$ cat src/rtl/rtnh_pkg.sv
// ----------------------------------------------------------------------------
// rtnh_pkg: shared types and constants of the ray / triangle nearest hit unit
// Widths, register indexes, controller states and the command and status
// groups that pass between controller and datapath.
// ----------------------------------------------------------------------------
package rtnh_pkg;

	localparam int COORD_WIDTH    = 16;
	localparam int DIST_FRAC_BITS = 16;
	localparam int EW             = COORD_WIDTH + 1;   // edge, tvec and direction
	localparam int PW             = 2 * EW;            // cross product terms
	localparam int MW             = EW + PW;           // multiplier product
	localparam int ACCW           = 64;                // accumulator, Q40.24
	localparam int DW             = 32;                // distance width
	localparam int IW             = DW - DIST_FRAC_BITS;
	localparam int EPSW           = 48;
	localparam int NSTEP          = 24;                // multiply steps per triangle
	localparam int STEPW          = 5;
	localparam int CFG_IDXW       = 3;

	localparam logic [DW-1:0] NO_HIT   = {DW{1'b1}};
	localparam logic [DW-1:0] DIST_SAT = {{(DW-1){1'b1}}, 1'b0};

	typedef enum logic [CFG_IDXW-1:0] {
		CFG_ORIGIN_X = 3'd0,
		CFG_ORIGIN_Y = 3'd1,
		CFG_ORIGIN_Z = 3'd2,
		CFG_DIR_X    = 3'd3,
		CFG_DIR_Y    = 3'd4,
		CFG_DIR_Z    = 3'd5,
		CFG_DET_EPS  = 3'd6
	} cfg_idx_t;

	typedef struct packed {
		logic signed [COORD_WIDTH-1:0] origin_x;
		logic signed [COORD_WIDTH-1:0] origin_y;
		logic signed [COORD_WIDTH-1:0] origin_z;
		logic signed [COORD_WIDTH-1:0] dir_x;
		logic signed [COORD_WIDTH-1:0] dir_y;
		logic signed [COORD_WIDTH-1:0] dir_z;
		logic [EPSW-1:0]               det_epsilon;
	} cfg_t;

	typedef enum logic [2:0] {
		ST_IDLE,
		ST_MUL,
		ST_SIGN,
		ST_CHECK,
		ST_DIV,
		ST_FIN
	} state_t;

	typedef struct packed {
		logic             load;
		logic             mul_en;
		logic             acc_en;
		logic [STEPW-1:0] mul_step;
		logic [STEPW-1:0] acc_step;
		logic             sign_en;
		logic             check_en;
		logic             div_step;
		logic             finish;
	} cmd_t;

	typedef struct packed {
		logic hit;
		logic sat;
		logic out_free;
	} sts_t;

endpackage

$ cat src/rtl/ray_triangle_nearest_hit_unit.sv
// ----------------------------------------------------------------------------
// ray_triangle_nearest_hit_unit: ray / triangle intersection, nearest hit
// Tests the configured ray against a stream of triangles and tracks the
// nearest hit distance since the last restart.
// ----------------------------------------------------------------------------
// usage:
//   cfg channel: write origin, direction and det threshold by index while
//     no triangle is in flight; cfg_ready is always high.
//   in channel: one triangle request (three Q8.8 vertices and restart) per
//     handshake; in_ready is high only while the unit is idle.
//   out channel: one result per triangle in a holding register, so the next
//     triangle is taken while the previous result waits.
// sequence: one shared 17x34 multiplier does the 24 products in turn,
//   then sign fix and hit test follow; an unsaturated hit runs a 32-step
//   restoring divider, which a miss or saturated distance skips. The next
//   triangle is accepted once the unit is back in idle.
// reset: ray goes to origin with +z direction, nearest distance to no hit.
// a stalled receiver holds the unit in its final state until the output
//   register frees up; nothing is dropped.
// ----------------------------------------------------------------------------
module ray_triangle_nearest_hit_unit (
	input  logic                                    clk,
	input  logic                                    arst_n,
	input  logic                                    cfg_valid,
	output logic                                    cfg_ready,
	input  logic [rtnh_pkg::CFG_IDXW-1:0]           cfg_index,
	input  logic [rtnh_pkg::EPSW-1:0]               cfg_data,
	input  logic                                    in_valid,
	output logic                                    in_ready,
	input  logic                                    restart,
	input  logic signed [rtnh_pkg::COORD_WIDTH-1:0] v0_x,
	input  logic signed [rtnh_pkg::COORD_WIDTH-1:0] v0_y,
	input  logic signed [rtnh_pkg::COORD_WIDTH-1:0] v0_z,
	input  logic signed [rtnh_pkg::COORD_WIDTH-1:0] v1_x,
	input  logic signed [rtnh_pkg::COORD_WIDTH-1:0] v1_y,
	input  logic signed [rtnh_pkg::COORD_WIDTH-1:0] v1_z,
	input  logic signed [rtnh_pkg::COORD_WIDTH-1:0] v2_x,
	input  logic signed [rtnh_pkg::COORD_WIDTH-1:0] v2_y,
	input  logic signed [rtnh_pkg::COORD_WIDTH-1:0] v2_z,
	output logic                                    out_valid,
	input  logic                                    out_ready,
	output logic                                    triangle_hit,
	output logic [rtnh_pkg::DW-1:0]                 triangle_distance,
	output logic [rtnh_pkg::DW-1:0]                 nearest_distance,
	output logic                                    any_hit
);
	import rtnh_pkg::*;

	cfg_t cfg;
	cmd_t cmd;
	sts_t sts;

	assign cfg_ready = 1'b1;

	rtnh_cfg u_cfg (
		.clk       (clk),
		.arst_n    (arst_n),
		.cfg_valid (cfg_valid),
		.cfg_index (cfg_index),
		.cfg_data  (cfg_data),
		.cfg       (cfg)
	);

	rtnh_ctrl u_ctrl (
		.clk      (clk),
		.arst_n   (arst_n),
		.in_valid (in_valid),
		.in_ready (in_ready),
		.sts      (sts),
		.cmd      (cmd)
	);

	rtnh_dp u_dp (
		.clk               (clk),
		.arst_n            (arst_n),
		.cfg               (cfg),
		.cmd               (cmd),
		.sts               (sts),
		.restart           (restart),
		.v0_x              (v0_x),
		.v0_y              (v0_y),
		.v0_z              (v0_z),
		.v1_x              (v1_x),
		.v1_y              (v1_y),
		.v1_z              (v1_z),
		.v2_x              (v2_x),
		.v2_y              (v2_y),
		.v2_z              (v2_z),
		.out_valid         (out_valid),
		.out_ready         (out_ready),
		.triangle_hit      (triangle_hit),
		.triangle_distance (triangle_distance),
		.nearest_distance  (nearest_distance),
		.any_hit           (any_hit)
	);

endmodule

$ cat src/rtl/rtnh_cfg.sv
// ----------------------------------------------------------------------------
// rtnh_cfg: ray configuration registers
// Holds origin, direction and determinant threshold; writes beyond the
// register list are dropped.
// ----------------------------------------------------------------------------
module rtnh_cfg (
	input  logic                           clk,
	input  logic                           arst_n,
	input  logic                           cfg_valid,
	input  logic [rtnh_pkg::CFG_IDXW-1:0]  cfg_index,
	input  logic [rtnh_pkg::EPSW-1:0]      cfg_data,
	output rtnh_pkg::cfg_t                 cfg
);
	import rtnh_pkg::*;

	cfg_t cfg_q;

	always_ff @(posedge clk or negedge arst_n) begin
		if (!arst_n) begin
			cfg_q.origin_x    <= '0;
			cfg_q.origin_y    <= '0;
			cfg_q.origin_z    <= '0;
			cfg_q.dir_x       <= '0;
			cfg_q.dir_y       <= '0;
			cfg_q.dir_z       <= COORD_WIDTH'(256);
			cfg_q.det_epsilon <= EPSW'(17);
		end else if (cfg_valid) begin
			case (cfg_idx_t'(cfg_index))
				CFG_ORIGIN_X: cfg_q.origin_x    <= cfg_data[COORD_WIDTH-1:0];
				CFG_ORIGIN_Y: cfg_q.origin_y    <= cfg_data[COORD_WIDTH-1:0];
				CFG_ORIGIN_Z: cfg_q.origin_z    <= cfg_data[COORD_WIDTH-1:0];
				CFG_DIR_X:    cfg_q.dir_x       <= cfg_data[COORD_WIDTH-1:0];
				CFG_DIR_Y:    cfg_q.dir_y       <= cfg_data[COORD_WIDTH-1:0];
				CFG_DIR_Z:    cfg_q.dir_z       <= cfg_data[COORD_WIDTH-1:0];
				CFG_DET_EPS:  cfg_q.det_epsilon <= cfg_data;
				default: ;
			endcase
		end
	end

	assign cfg = cfg_q;

endmodule

$ cat src/rtl/rtnh_ctrl.sv
// ----------------------------------------------------------------------------
// rtnh_ctrl: sequencer of the nearest hit unit
// Steps the shared multiplier through the cross and dot products, then the
// sign fix, hit check, bit-serial division and result hand-off.
// ----------------------------------------------------------------------------
module rtnh_ctrl (
	input  logic           clk,
	input  logic           arst_n,
	input  logic           in_valid,
	output logic           in_ready,
	input  rtnh_pkg::sts_t sts,
	output rtnh_pkg::cmd_t cmd
);
	import rtnh_pkg::*;

	state_t           state_q, state_d;
	logic [STEPW-1:0] cnt_q, cnt_d;

	always_ff @(posedge clk or negedge arst_n) begin
		if (!arst_n) begin
			state_q <= ST_IDLE;
			cnt_q   <= '0;
		end else begin
			state_q <= state_d;
			cnt_q   <= cnt_d;
		end
	end

	always_comb begin
		state_d = state_q;
		cnt_d   = cnt_q;
		case (state_q)
			ST_IDLE: begin
				cnt_d = '0;
				if (in_valid) state_d = ST_MUL;
			end
			ST_MUL: begin
				if (cnt_q == STEPW'(NSTEP)) begin
					state_d = ST_SIGN;
				end else begin
					cnt_d = cnt_q + 1'b1;
				end
			end
			ST_SIGN: state_d = ST_CHECK;
			ST_CHECK: begin
				cnt_d = '0;
				// miss or saturated distance skips the divider
				if (sts.hit && !sts.sat) begin
					state_d = ST_DIV;
				end else begin
					state_d = ST_FIN;
				end
			end
			ST_DIV: begin
				if (cnt_q == STEPW'(DW - 1)) begin
					state_d = ST_FIN;
				end else begin
					cnt_d = cnt_q + 1'b1;
				end
			end
			ST_FIN: begin
				if (sts.out_free) state_d = ST_IDLE;
			end
			default: state_d = ST_IDLE;
		endcase
	end

	always_comb begin
		cmd          = '0;
		cmd.mul_step = cnt_q;
		cmd.acc_step = cnt_q - 1'b1;
		in_ready     = (state_q == ST_IDLE);
		case (state_q)
			ST_IDLE:  cmd.load = in_valid;
			ST_MUL: begin
				cmd.mul_en = (cnt_q != STEPW'(NSTEP));
				cmd.acc_en = (cnt_q != '0);
			end
			ST_SIGN:  cmd.sign_en  = 1'b1;
			ST_CHECK: cmd.check_en = 1'b1;
			ST_DIV:   cmd.div_step = 1'b1;
			ST_FIN:   cmd.finish   = sts.out_free;
			default: ;
		endcase
	end

	a_load_starts: assert property (@(posedge clk) disable iff (!arst_n)
		cmd.load |=> (state_q == ST_MUL) && (cnt_q == '0))
		else $error("load did not start the multiply sequence");

	a_div_on_hit: assert property (@(posedge clk) disable iff (!arst_n)
		$rose(state_q == ST_DIV) |-> $past(sts.hit && !sts.sat))
		else $error("divider started without an unsaturated hit");

	a_finish_free: assert property (@(posedge clk) disable iff (!arst_n)
		cmd.finish |-> sts.out_free)
		else $error("result written while output register busy");

endmodule

$ cat src/rtl/rtnh_dp.sv
// ----------------------------------------------------------------------------
// rtnh_dp: datapath of the nearest hit unit
// Edge registers, one shared multiplier with accumulator, sign fix and hit
// test, restoring divider, nearest-hit state and output register.
// ----------------------------------------------------------------------------
module rtnh_dp (
	input  logic                                    clk,
	input  logic                                    arst_n,
	input  rtnh_pkg::cfg_t                          cfg,
	input  rtnh_pkg::cmd_t                          cmd,
	output rtnh_pkg::sts_t                          sts,
	input  logic                                    restart,
	input  logic signed [rtnh_pkg::COORD_WIDTH-1:0] v0_x,
	input  logic signed [rtnh_pkg::COORD_WIDTH-1:0] v0_y,
	input  logic signed [rtnh_pkg::COORD_WIDTH-1:0] v0_z,
	input  logic signed [rtnh_pkg::COORD_WIDTH-1:0] v1_x,
	input  logic signed [rtnh_pkg::COORD_WIDTH-1:0] v1_y,
	input  logic signed [rtnh_pkg::COORD_WIDTH-1:0] v1_z,
	input  logic signed [rtnh_pkg::COORD_WIDTH-1:0] v2_x,
	input  logic signed [rtnh_pkg::COORD_WIDTH-1:0] v2_y,
	input  logic signed [rtnh_pkg::COORD_WIDTH-1:0] v2_z,
	output logic                                    out_valid,
	input  logic                                    out_ready,
	output logic                                    triangle_hit,
	output logic [rtnh_pkg::DW-1:0]                 triangle_distance,
	output logic [rtnh_pkg::DW-1:0]                 nearest_distance,
	output logic                                    any_hit
);
	import rtnh_pkg::*;

	function automatic logic signed [EW-1:0] cx(input logic signed [COORD_WIDTH-1:0] c);
		return {c[COORD_WIDTH-1], c};
	endfunction

	function automatic logic signed [PW-1:0] ex(input logic signed [EW-1:0] e);
		return {{(PW-EW){e[EW-1]}}, e};
	endfunction

	logic signed [EW-1:0]   e1_q [3];
	logic signed [EW-1:0]   e2_q [3];
	logic signed [EW-1:0]   tv_q [3];
	logic signed [EW-1:0]   dir_w [3];
	logic signed [PW-1:0]   pv_q [3];
	logic signed [PW-1:0]   qv_q [3];
	logic                   restart_q;
	logic signed [EW-1:0]   mul_a;
	logic signed [PW-1:0]   mul_b;
	logic signed [MW-1:0]   prod_s1;
	logic [ACCW-1:0]        acc_q, acc_d, prod_x, addend;
	logic                   step_first, step_last, step_neg;
	logic [ACCW-1:0]        det_q, tn_q, un_q, vn_q;
	logic [ACCW-1:0]        a_q, t_q, u_q, v_q;
	logic                   hit_w, sat_w, hit_q, sat_q;
	logic [ACCW-1:0]        r_q;
	logic [ACCW:0]          r2_w;
	logic [DW-1:0]          nlow_q, quo_q, dist_w, near_base, near_d;
	logic                   out_valid_q, tri_hit_q, any_hit_q, seen_q;
	logic [DW-1:0]          tri_dist_q, near_out_q, near_q;

	assign dir_w[0] = cx(cfg.dir_x);
	assign dir_w[1] = cx(cfg.dir_y);
	assign dir_w[2] = cx(cfg.dir_z);

	// edges and origin offset of the accepted triangle
	always_ff @(posedge clk) begin
		if (cmd.load) begin
			e1_q[0]   <= cx(v1_x) - cx(v0_x);
			e1_q[1]   <= cx(v1_y) - cx(v0_y);
			e1_q[2]   <= cx(v1_z) - cx(v0_z);
			e2_q[0]   <= cx(v2_x) - cx(v0_x);
			e2_q[1]   <= cx(v2_y) - cx(v0_y);
			e2_q[2]   <= cx(v2_z) - cx(v0_z);
			tv_q[0]   <= cx(cfg.origin_x) - cx(v0_x);
			tv_q[1]   <= cx(cfg.origin_y) - cx(v0_y);
			tv_q[2]   <= cx(cfg.origin_z) - cx(v0_z);
			restart_q <= restart;
		end
	end

	// operand schedule: pvec, qvec, then det, t, u and v numerators
	always_comb begin
		mul_a = '0;
		mul_b = '0;
		case (cmd.mul_step)
			5'd0:  begin mul_a = dir_w[1]; mul_b = ex(e2_q[2]); end
			5'd1:  begin mul_a = dir_w[2]; mul_b = ex(e2_q[1]); end
			5'd2:  begin mul_a = dir_w[2]; mul_b = ex(e2_q[0]); end
			5'd3:  begin mul_a = dir_w[0]; mul_b = ex(e2_q[2]); end
			5'd4:  begin mul_a = dir_w[0]; mul_b = ex(e2_q[1]); end
			5'd5:  begin mul_a = dir_w[1]; mul_b = ex(e2_q[0]); end
			5'd6:  begin mul_a = tv_q[1];  mul_b = ex(e1_q[2]); end
			5'd7:  begin mul_a = tv_q[2];  mul_b = ex(e1_q[1]); end
			5'd8:  begin mul_a = tv_q[2];  mul_b = ex(e1_q[0]); end
			5'd9:  begin mul_a = tv_q[0];  mul_b = ex(e1_q[2]); end
			5'd10: begin mul_a = tv_q[0];  mul_b = ex(e1_q[1]); end
			5'd11: begin mul_a = tv_q[1];  mul_b = ex(e1_q[0]); end
			5'd12: begin mul_a = e1_q[0];  mul_b = pv_q[0]; end
			5'd13: begin mul_a = e1_q[1];  mul_b = pv_q[1]; end
			5'd14: begin mul_a = e1_q[2];  mul_b = pv_q[2]; end
			5'd15: begin mul_a = e2_q[0];  mul_b = qv_q[0]; end
			5'd16: begin mul_a = e2_q[1];  mul_b = qv_q[1]; end
			5'd17: begin mul_a = e2_q[2];  mul_b = qv_q[2]; end
			5'd18: begin mul_a = tv_q[0];  mul_b = pv_q[0]; end
			5'd19: begin mul_a = tv_q[1];  mul_b = pv_q[1]; end
			5'd20: begin mul_a = tv_q[2];  mul_b = pv_q[2]; end
			5'd21: begin mul_a = dir_w[0]; mul_b = qv_q[0]; end
			5'd22: begin mul_a = dir_w[1]; mul_b = qv_q[1]; end
			5'd23: begin mul_a = dir_w[2]; mul_b = qv_q[2]; end
			default: ;
		endcase
	end

	always_ff @(posedge clk) begin
		if (cmd.mul_en) prod_s1 <= mul_a * mul_b;
	end

	always_comb begin
		step_neg   = 1'b0;
		step_first = 1'b0;
		step_last  = 1'b0;
		if (cmd.acc_step < 5'd12) begin
			step_neg   = cmd.acc_step[0];
			step_first = !cmd.acc_step[0];
			step_last  = cmd.acc_step[0];
		end else begin
			case (cmd.acc_step) inside
				5'd12, 5'd15, 5'd18, 5'd21: step_first = 1'b1;
				5'd14, 5'd17, 5'd20, 5'd23: step_last  = 1'b1;
				default: ;
			endcase
		end
	end

	assign prod_x = {{(ACCW-MW){prod_s1[MW-1]}}, prod_s1};
	assign addend = step_neg ? (ACCW'(0) - prod_x) : prod_x;
	assign acc_d  = (step_first ? ACCW'(0) : acc_q) + addend;

	always_ff @(posedge clk) begin
		if (cmd.acc_en) begin
			acc_q <= acc_d;
			if (step_last) begin
				case (cmd.acc_step)
					5'd1:  pv_q[0] <= acc_d[PW-1:0];
					5'd3:  pv_q[1] <= acc_d[PW-1:0];
					5'd5:  pv_q[2] <= acc_d[PW-1:0];
					5'd7:  qv_q[0] <= acc_d[PW-1:0];
					5'd9:  qv_q[1] <= acc_d[PW-1:0];
					5'd11: qv_q[2] <= acc_d[PW-1:0];
					5'd14: det_q   <= acc_d;
					5'd17: tn_q    <= acc_d;
					5'd20: un_q    <= acc_d;
					5'd23: vn_q    <= acc_d;
					default: ;
				endcase
			end
		end
	end

	// fold the sign of det into the numerators
	always_ff @(posedge clk) begin
		if (cmd.sign_en) begin
			a_q <= det_q[ACCW-1] ? (ACCW'(0) - det_q) : det_q;
			t_q <= det_q[ACCW-1] ? (ACCW'(0) - tn_q)  : tn_q;
			u_q <= det_q[ACCW-1] ? (ACCW'(0) - un_q)  : un_q;
			v_q <= det_q[ACCW-1] ? (ACCW'(0) - vn_q)  : vn_q;
		end
	end

	assign hit_w = (a_q > ACCW'(cfg.det_epsilon)) && !t_q[ACCW-1] && !u_q[ACCW-1]
		&& !v_q[ACCW-1] && ($signed(u_q) <= $signed(a_q))
		&& ($signed(u_q + v_q) <= $signed(a_q));
	// integer part of t beyond the distance range
	assign sat_w = (t_q >> IW) >= a_q;

	assign r2_w = {r_q, nlow_q[DW-1]};

	always_ff @(posedge clk) begin
		if (cmd.check_en) begin
			hit_q  <= hit_w;
			sat_q  <= sat_w;
			r_q    <= t_q >> IW;
			nlow_q <= {t_q[IW-1:0], {DIST_FRAC_BITS{1'b0}}};
			quo_q  <= '0;
		end else if (cmd.div_step) begin
			nlow_q <= nlow_q << 1;
			if (r2_w >= {1'b0, a_q}) begin
				r_q   <= ACCW'(r2_w - {1'b0, a_q});
				quo_q <= {quo_q[DW-2:0], 1'b1};
			end else begin
				r_q   <= r2_w[ACCW-1:0];
				quo_q <= {quo_q[DW-2:0], 1'b0};
			end
		end
	end

	always_comb begin
		if (!hit_q) begin
			dist_w = NO_HIT;
		end else if (sat_q || quo_q == NO_HIT) begin
			dist_w = DIST_SAT;
		end else begin
			dist_w = quo_q;
		end
		near_base = restart_q ? NO_HIT : near_q;
		near_d    = (hit_q && dist_w < near_base) ? dist_w : near_base;
	end

	always_ff @(posedge clk or negedge arst_n) begin
		if (!arst_n) begin
			near_q      <= NO_HIT;
			seen_q      <= 1'b0;
			out_valid_q <= 1'b0;
		end else begin
			if (cmd.finish) begin
				near_q      <= near_d;
				seen_q      <= hit_q || (!restart_q && seen_q);
				out_valid_q <= 1'b1;
			end else if (out_ready) begin
				out_valid_q <= 1'b0;
			end
		end
	end

	always_ff @(posedge clk) begin
		if (cmd.finish) begin
			tri_hit_q  <= hit_q;
			tri_dist_q <= dist_w;
			near_out_q <= near_d;
			any_hit_q  <= hit_q || (!restart_q && seen_q);
		end
	end

	assign sts.hit      = hit_w;
	assign sts.sat      = sat_w;
	assign sts.out_free = !out_valid_q || out_ready;

	assign out_valid         = out_valid_q;
	assign triangle_hit      = tri_hit_q;
	assign triangle_distance = tri_dist_q;
	assign nearest_distance  = near_out_q;
	assign any_hit           = any_hit_q;

	a_hit_has_dist: assert property (@(posedge clk) disable iff (!arst_n)
		out_valid_q && tri_hit_q |-> tri_dist_q != NO_HIT)
		else $error("hit reported with no-hit distance");

	a_miss_no_dist: assert property (@(posedge clk) disable iff (!arst_n)
		out_valid_q && !tri_hit_q |-> tri_dist_q == NO_HIT)
		else $error("miss reported with a distance");

	a_nearest_seen: assert property (@(posedge clk) disable iff (!arst_n)
		out_valid_q && !any_hit_q |-> near_out_q == NO_HIT)
		else $error("nearest distance set without any hit");

endmodule

$ cat config.mk
export PLATFORM = sky130hd
export DESIGN_NAME = ray_triangle_nearest_hit_unit
export DESIGN_NICKNAME = d
export VERILOG_FILES = /design/src/rtl/rtnh_pkg.sv /design/src/rtl/ray_triangle_nearest_hit_unit.sv /design/src/rtl/rtnh_cfg.sv /design/src/rtl/rtnh_ctrl.sv /design/src/rtl/rtnh_dp.sv
export SDC_FILE = /design/constraint.sdc
export NUM_CORES = 2
export LEC_CHECK = 0
export ABC_AREA = 1
export BUFFER_PORTS_ARGS = -buffer_cell sky130_fd_sc_hd__buf_4
export CORE_MARGIN = 2
export CORE_UTILIZATION = 50
export DETAILED_ROUTE_END_ITERATION = 12
export GPL_ROUTABILITY_DRIVEN = 0
export PLACE_DENSITY_LB_ADDON = 0.05
export SLEW_MARGIN = 20
export SYNTH_ARGS = -nofsm -noshare
export SYNTH_HDL_FRONTEND = slang
export SYNTH_SLANG_ARGS = --single-unit
$ cat constraint.sdc
create_clock -name clk -period 25.3 [get_ports clk]
set_clock_uncertainty 0.2 [all_clocks]
set_input_delay 3.795 -clock clk [delete_from_list [all_inputs] [get_ports clk]]
set_output_delay 3.795 -clock clk [all_outputs]
set_load 0.05 [all_outputs]
==> impl_metrics.yaml <==
outcome:
  outcome: "finished clean"
synthesis:
  synth-seq-cells: 1351
  post_synth.cell_area_avg_sq_um: 8.86
  seq_area_frac_synth: 0.389
  synthesis.instances: 11400
  synth_area_sq_um: 101000
  yosys_warnings: 0
  synthDistinctLibCells: 65
  synth-edff-count: 1117
  postSynth.asyncResetShare: 0.138
  synth_nets: 12900
  synth_top_flop_cell: "edfxtp_1"
clock_tree:
  postCtsHoldBufs: 0
  clockRootBuffer: "clkbuf_16"
  clock_sink_count: 1351
  tritoncts.num_buffers: 153
  worst_skew_pair.late_latency_ps: 830
  cts.repair.resized: 0
  clk_pin_slew_ps: 60
  cts_buffer_depth: 3
  cts_max_level: 4
  tritoncts_clock_tree: "built"
  cts_post_setup_buffers_inserted: 0
timing:
  rsz_0062_raised_after_global_routing: "false"
  period_share: 0.395
  setup_viol_count_final: 0
  slew_headroom: 0.109
  finalWorstSetupSlack_ps: 15300
  timing.fmax_mhz: 100
  final_period_minus_worst_setup_slack_ps: 10000
  slew_violations: 0
  final_hold_viol_count: 0
  setup_tns_ps: 0
  timing_worst_slew_pin_value_ps: 1340
global_route:
  grt_overflow: 0
  grt_usage: 0.326
  vias_in_the_first_global_route: 81200
  antenna_violations_before_repair: 22
  largest_net_degree_at_the_start_of_global_routing: 158
  first_pass_grt_wire_length_um: 503000
setup_path:
  timing.critical_path.fanout_max: 18
  worstSetupEndpointType: "register"
  crit_slowest_cell: "fa_1"
  cp.required_ps: 25610
  maximum_cell_stage_delay_along_the_critical_path_ps: 950
  worst_ep_arrival_time_ps: 10300
  cp-start-kind: "register"
  r2r.worst_path.cells: 29
  worstSetupPathType: "register to register"
route:
  wl_um: 335000
  drt.antenna.violating_nets: 0
  drtPass1Iterations: 8
  num_vias: 82400
  drt-initial-drc-count: 8330
  viasPerCell: 5.70
  routed_wire_length_per_instance_um: 23.2
  remaining_drc_errors: 0
hold_path:
  hold-path-cell-count: 0
  hold_path_class: "register to register"
die:
  die_x_um: 453
  floorplan.initialDensity: 0.504
  fp.dieArea_sq_um: 205000
  core_area_sq_um: 200000
  floorplan.io_pins: 270
  fp-row-count: 164
  overall_die_height_um: 453
layout:
  layout.nets: 13100
  finalInstanceArea_sq_um: 112000
  area_growth_pct: 10.7
  layout-drive-gt1-share: 0.0636
  layout.cells.non_filler: 14500
placed_design:
  dpl.cell_count: 14200
  placed_area_sq_um: 106000
  place_hpwl_um: 259000
  count_of_buffers_from_port_buffering: 268
  placement.setup.worst_slack_ps: 15410
flow_run:
  max-cap-violations: 0
==> worst max-delay path: cells and delay by family, from the launching register on <==
family                   cells  cell delay (ps)
AO/OA/AOI/OAI                3              580
XOR/XNOR                     1              100
AND/OR/NAND/NOR             10             3010
adder cells (fa/ha/maj)      8             4230
buffers and inverters        7             1040
flip-flops                   1              440
==> final cells by class <==
| class | instances | area, sq um |
|---|---|---|
| diodes | 9 | 22.5 |
| inverters | 2175 | 8170 |
| fillers | 18200 | 88400 |
| multi-input cells | 7608 | 52800 |
| flip-flops and latches | 1351 | 39200 |
| repair buffers | 373 | 2850 |
| clock buffers | 185 | 4040 |
| well taps | 2656 | 3320 |
| clock inverters | 95 | 1290 |
==> layer usage <==
metal,up-vias,global-route usage,share of wire,wire length (um)
met2,3759,0.525,0.46,153000
met3,811,0.0470,0.076,25300
li1,37900,-,-,-
met4,2,0.173,0.062,20700
met5,-,0,0.000066,22
met1,39900,0.427,0.41,136000
==> layout by cell type (no fill, tap or decap), types with 13 or more instances in the layout <==
master	instances
nand2_1	2038
a21oi_1	674
dfrtp_1	151
o211ai_1	23
inv_1	2158
edfxtp_1	1117
a22o_1	61
and2_1	33
dfxtp_1	48
a21o_1	31
nand4_1	84
a221oi_1	131
clkbuf_16	154
clkbuf_1	24
o21a_1	41
nor2_1	1005
xor2_2	18
clkinv_1	26
o21ai_0	570
xor2_1	375
a21boi_0	37
or2_2	25
ha_1	720
o22ai_1	74
nand3_2	13
o21bai_1	20
dfstp_2	35
buf_4	368
a31oi_1	119
fa_1	563
bufinv_16	21
nand3_1	361
clkinv_2	29
nor4_1	92
xnor2_1	243
nor3_1	141
o31ai_1	14
==> path summary, 6_finish.rpt <==
check,from,to,slack (ps)
setup / recovery,u_ctrl.cnt_q[0]$_DFFE_PN0P_,u_dp.prod_s1[45]$_DFFE_PP_,15300
hold / removal,u_dp.vn_q[0]$_DFFE_PP_,u_dp.v_q[0]$_DFFE_PP_,240
setup reg to reg,u_ctrl.cnt_q[0]$_DFFE_PN0P_,u_dp.prod_s1[45]$_DFFE_PP_,15300
hold reg to reg,u_dp.vn_q[0]$_DFFE_PP_,u_dp.v_q[0]$_DFFE_PP_,240
max in group asynchronous,arst_n,u_cfg.cfg[59]$_DFFE_PN0P_,20760
min in group asynchronous,arst_n,u_cfg.cfg[120]$_DFFE_PN0P_,2810
==> sequential cells by signal, indices dropped and copies added, names as in the netlist, 16 cells and up <==
| register | flops |
|---|---|
| u_dp.prod_s1 | 51 |
| u_dp.tn_q | 64 |
| u_dp.near_q | 32 |
| u_dp.a_q | 64 |
| u_dp.u_q | 64 |
| u_cfg.cfg | 144 |
| u_dp.nearest_distance | 32 |
| u_dp.t_q | 64 |
| u_dp.nlow_q | 16 |
| u_dp.v_q | 64 |
| u_dp.e1_q | 51 |
| u_dp.tv_q | 51 |
| u_dp.un_q | 64 |
| u_dp.pv_q | 102 |
| u_dp.e2_q | 51 |
| u_dp.r_q | 64 |
| u_dp.qv_q | 102 |
| u_dp.det_q | 64 |
| u_dp.vn_q | 64 |
| u_dp.acc_q | 64 |
| u_dp.quo_q | 32 |
| u_dp.triangle_distance | 32 |
==> cell families after synthesis <==
logic type | after synthesis | share of synthesized area
and+or+nand+nor | 3841 | 0.157
other | 1 | 0.0000372
AOI/OAI and AO/OA | 1844 | 0.107
DFF | 1351 | 0.389
buffers and inverters | 2429 | 0.0915
xor gates and xnor gates | 639 | 0.0555
adders and majority gates | 1283 | 0.201
==> metrics by stage <==
| stage | util | hold WS [ps] |
|---|---|---|
| 3_5_place_dp | 0.531 | 249 |
| 3_3_place_gp | 0.531 | 245 |
| 5_1_grt | 0.558 | 263 |
| 6_report | 0.558 | 239 |
| 2_1_floorplan | - | 226 |
| 4_1_cts | 0.558 | 250 |
==> synthesized netlist by cell type (84+ instances only) <==
cell / count / area [sq um]
o21ai_0: 571 / 2860
nand2_1: 2042 / 7660
xnor2_1: 246 / 2150
nor4_1: 96 / 601
nand4_1: 84 / 526
nor3_1: 144 / 721
xor2_1: 393 / 3440
edfxtp_1: 1117 / 33500
a31oi_1: 119 / 744
dfrtp_1: 151 / 3780
nor2_1: 1014 / 3810
clkbuf_1: 158 / 593
a221oi_1: 131 / 1150
ha_1: 720 / 9010
buf_2: 86 / 430
inv_1: 2163 / 8120
fa_1: 563 / 11300
a21oi_1: 675 / 3380
nand3_1: 364 / 1820
Power is left out: the tool's default activity adds up to more than one toggle a clock period on the data nets, which glitch-free logic cannot reach.
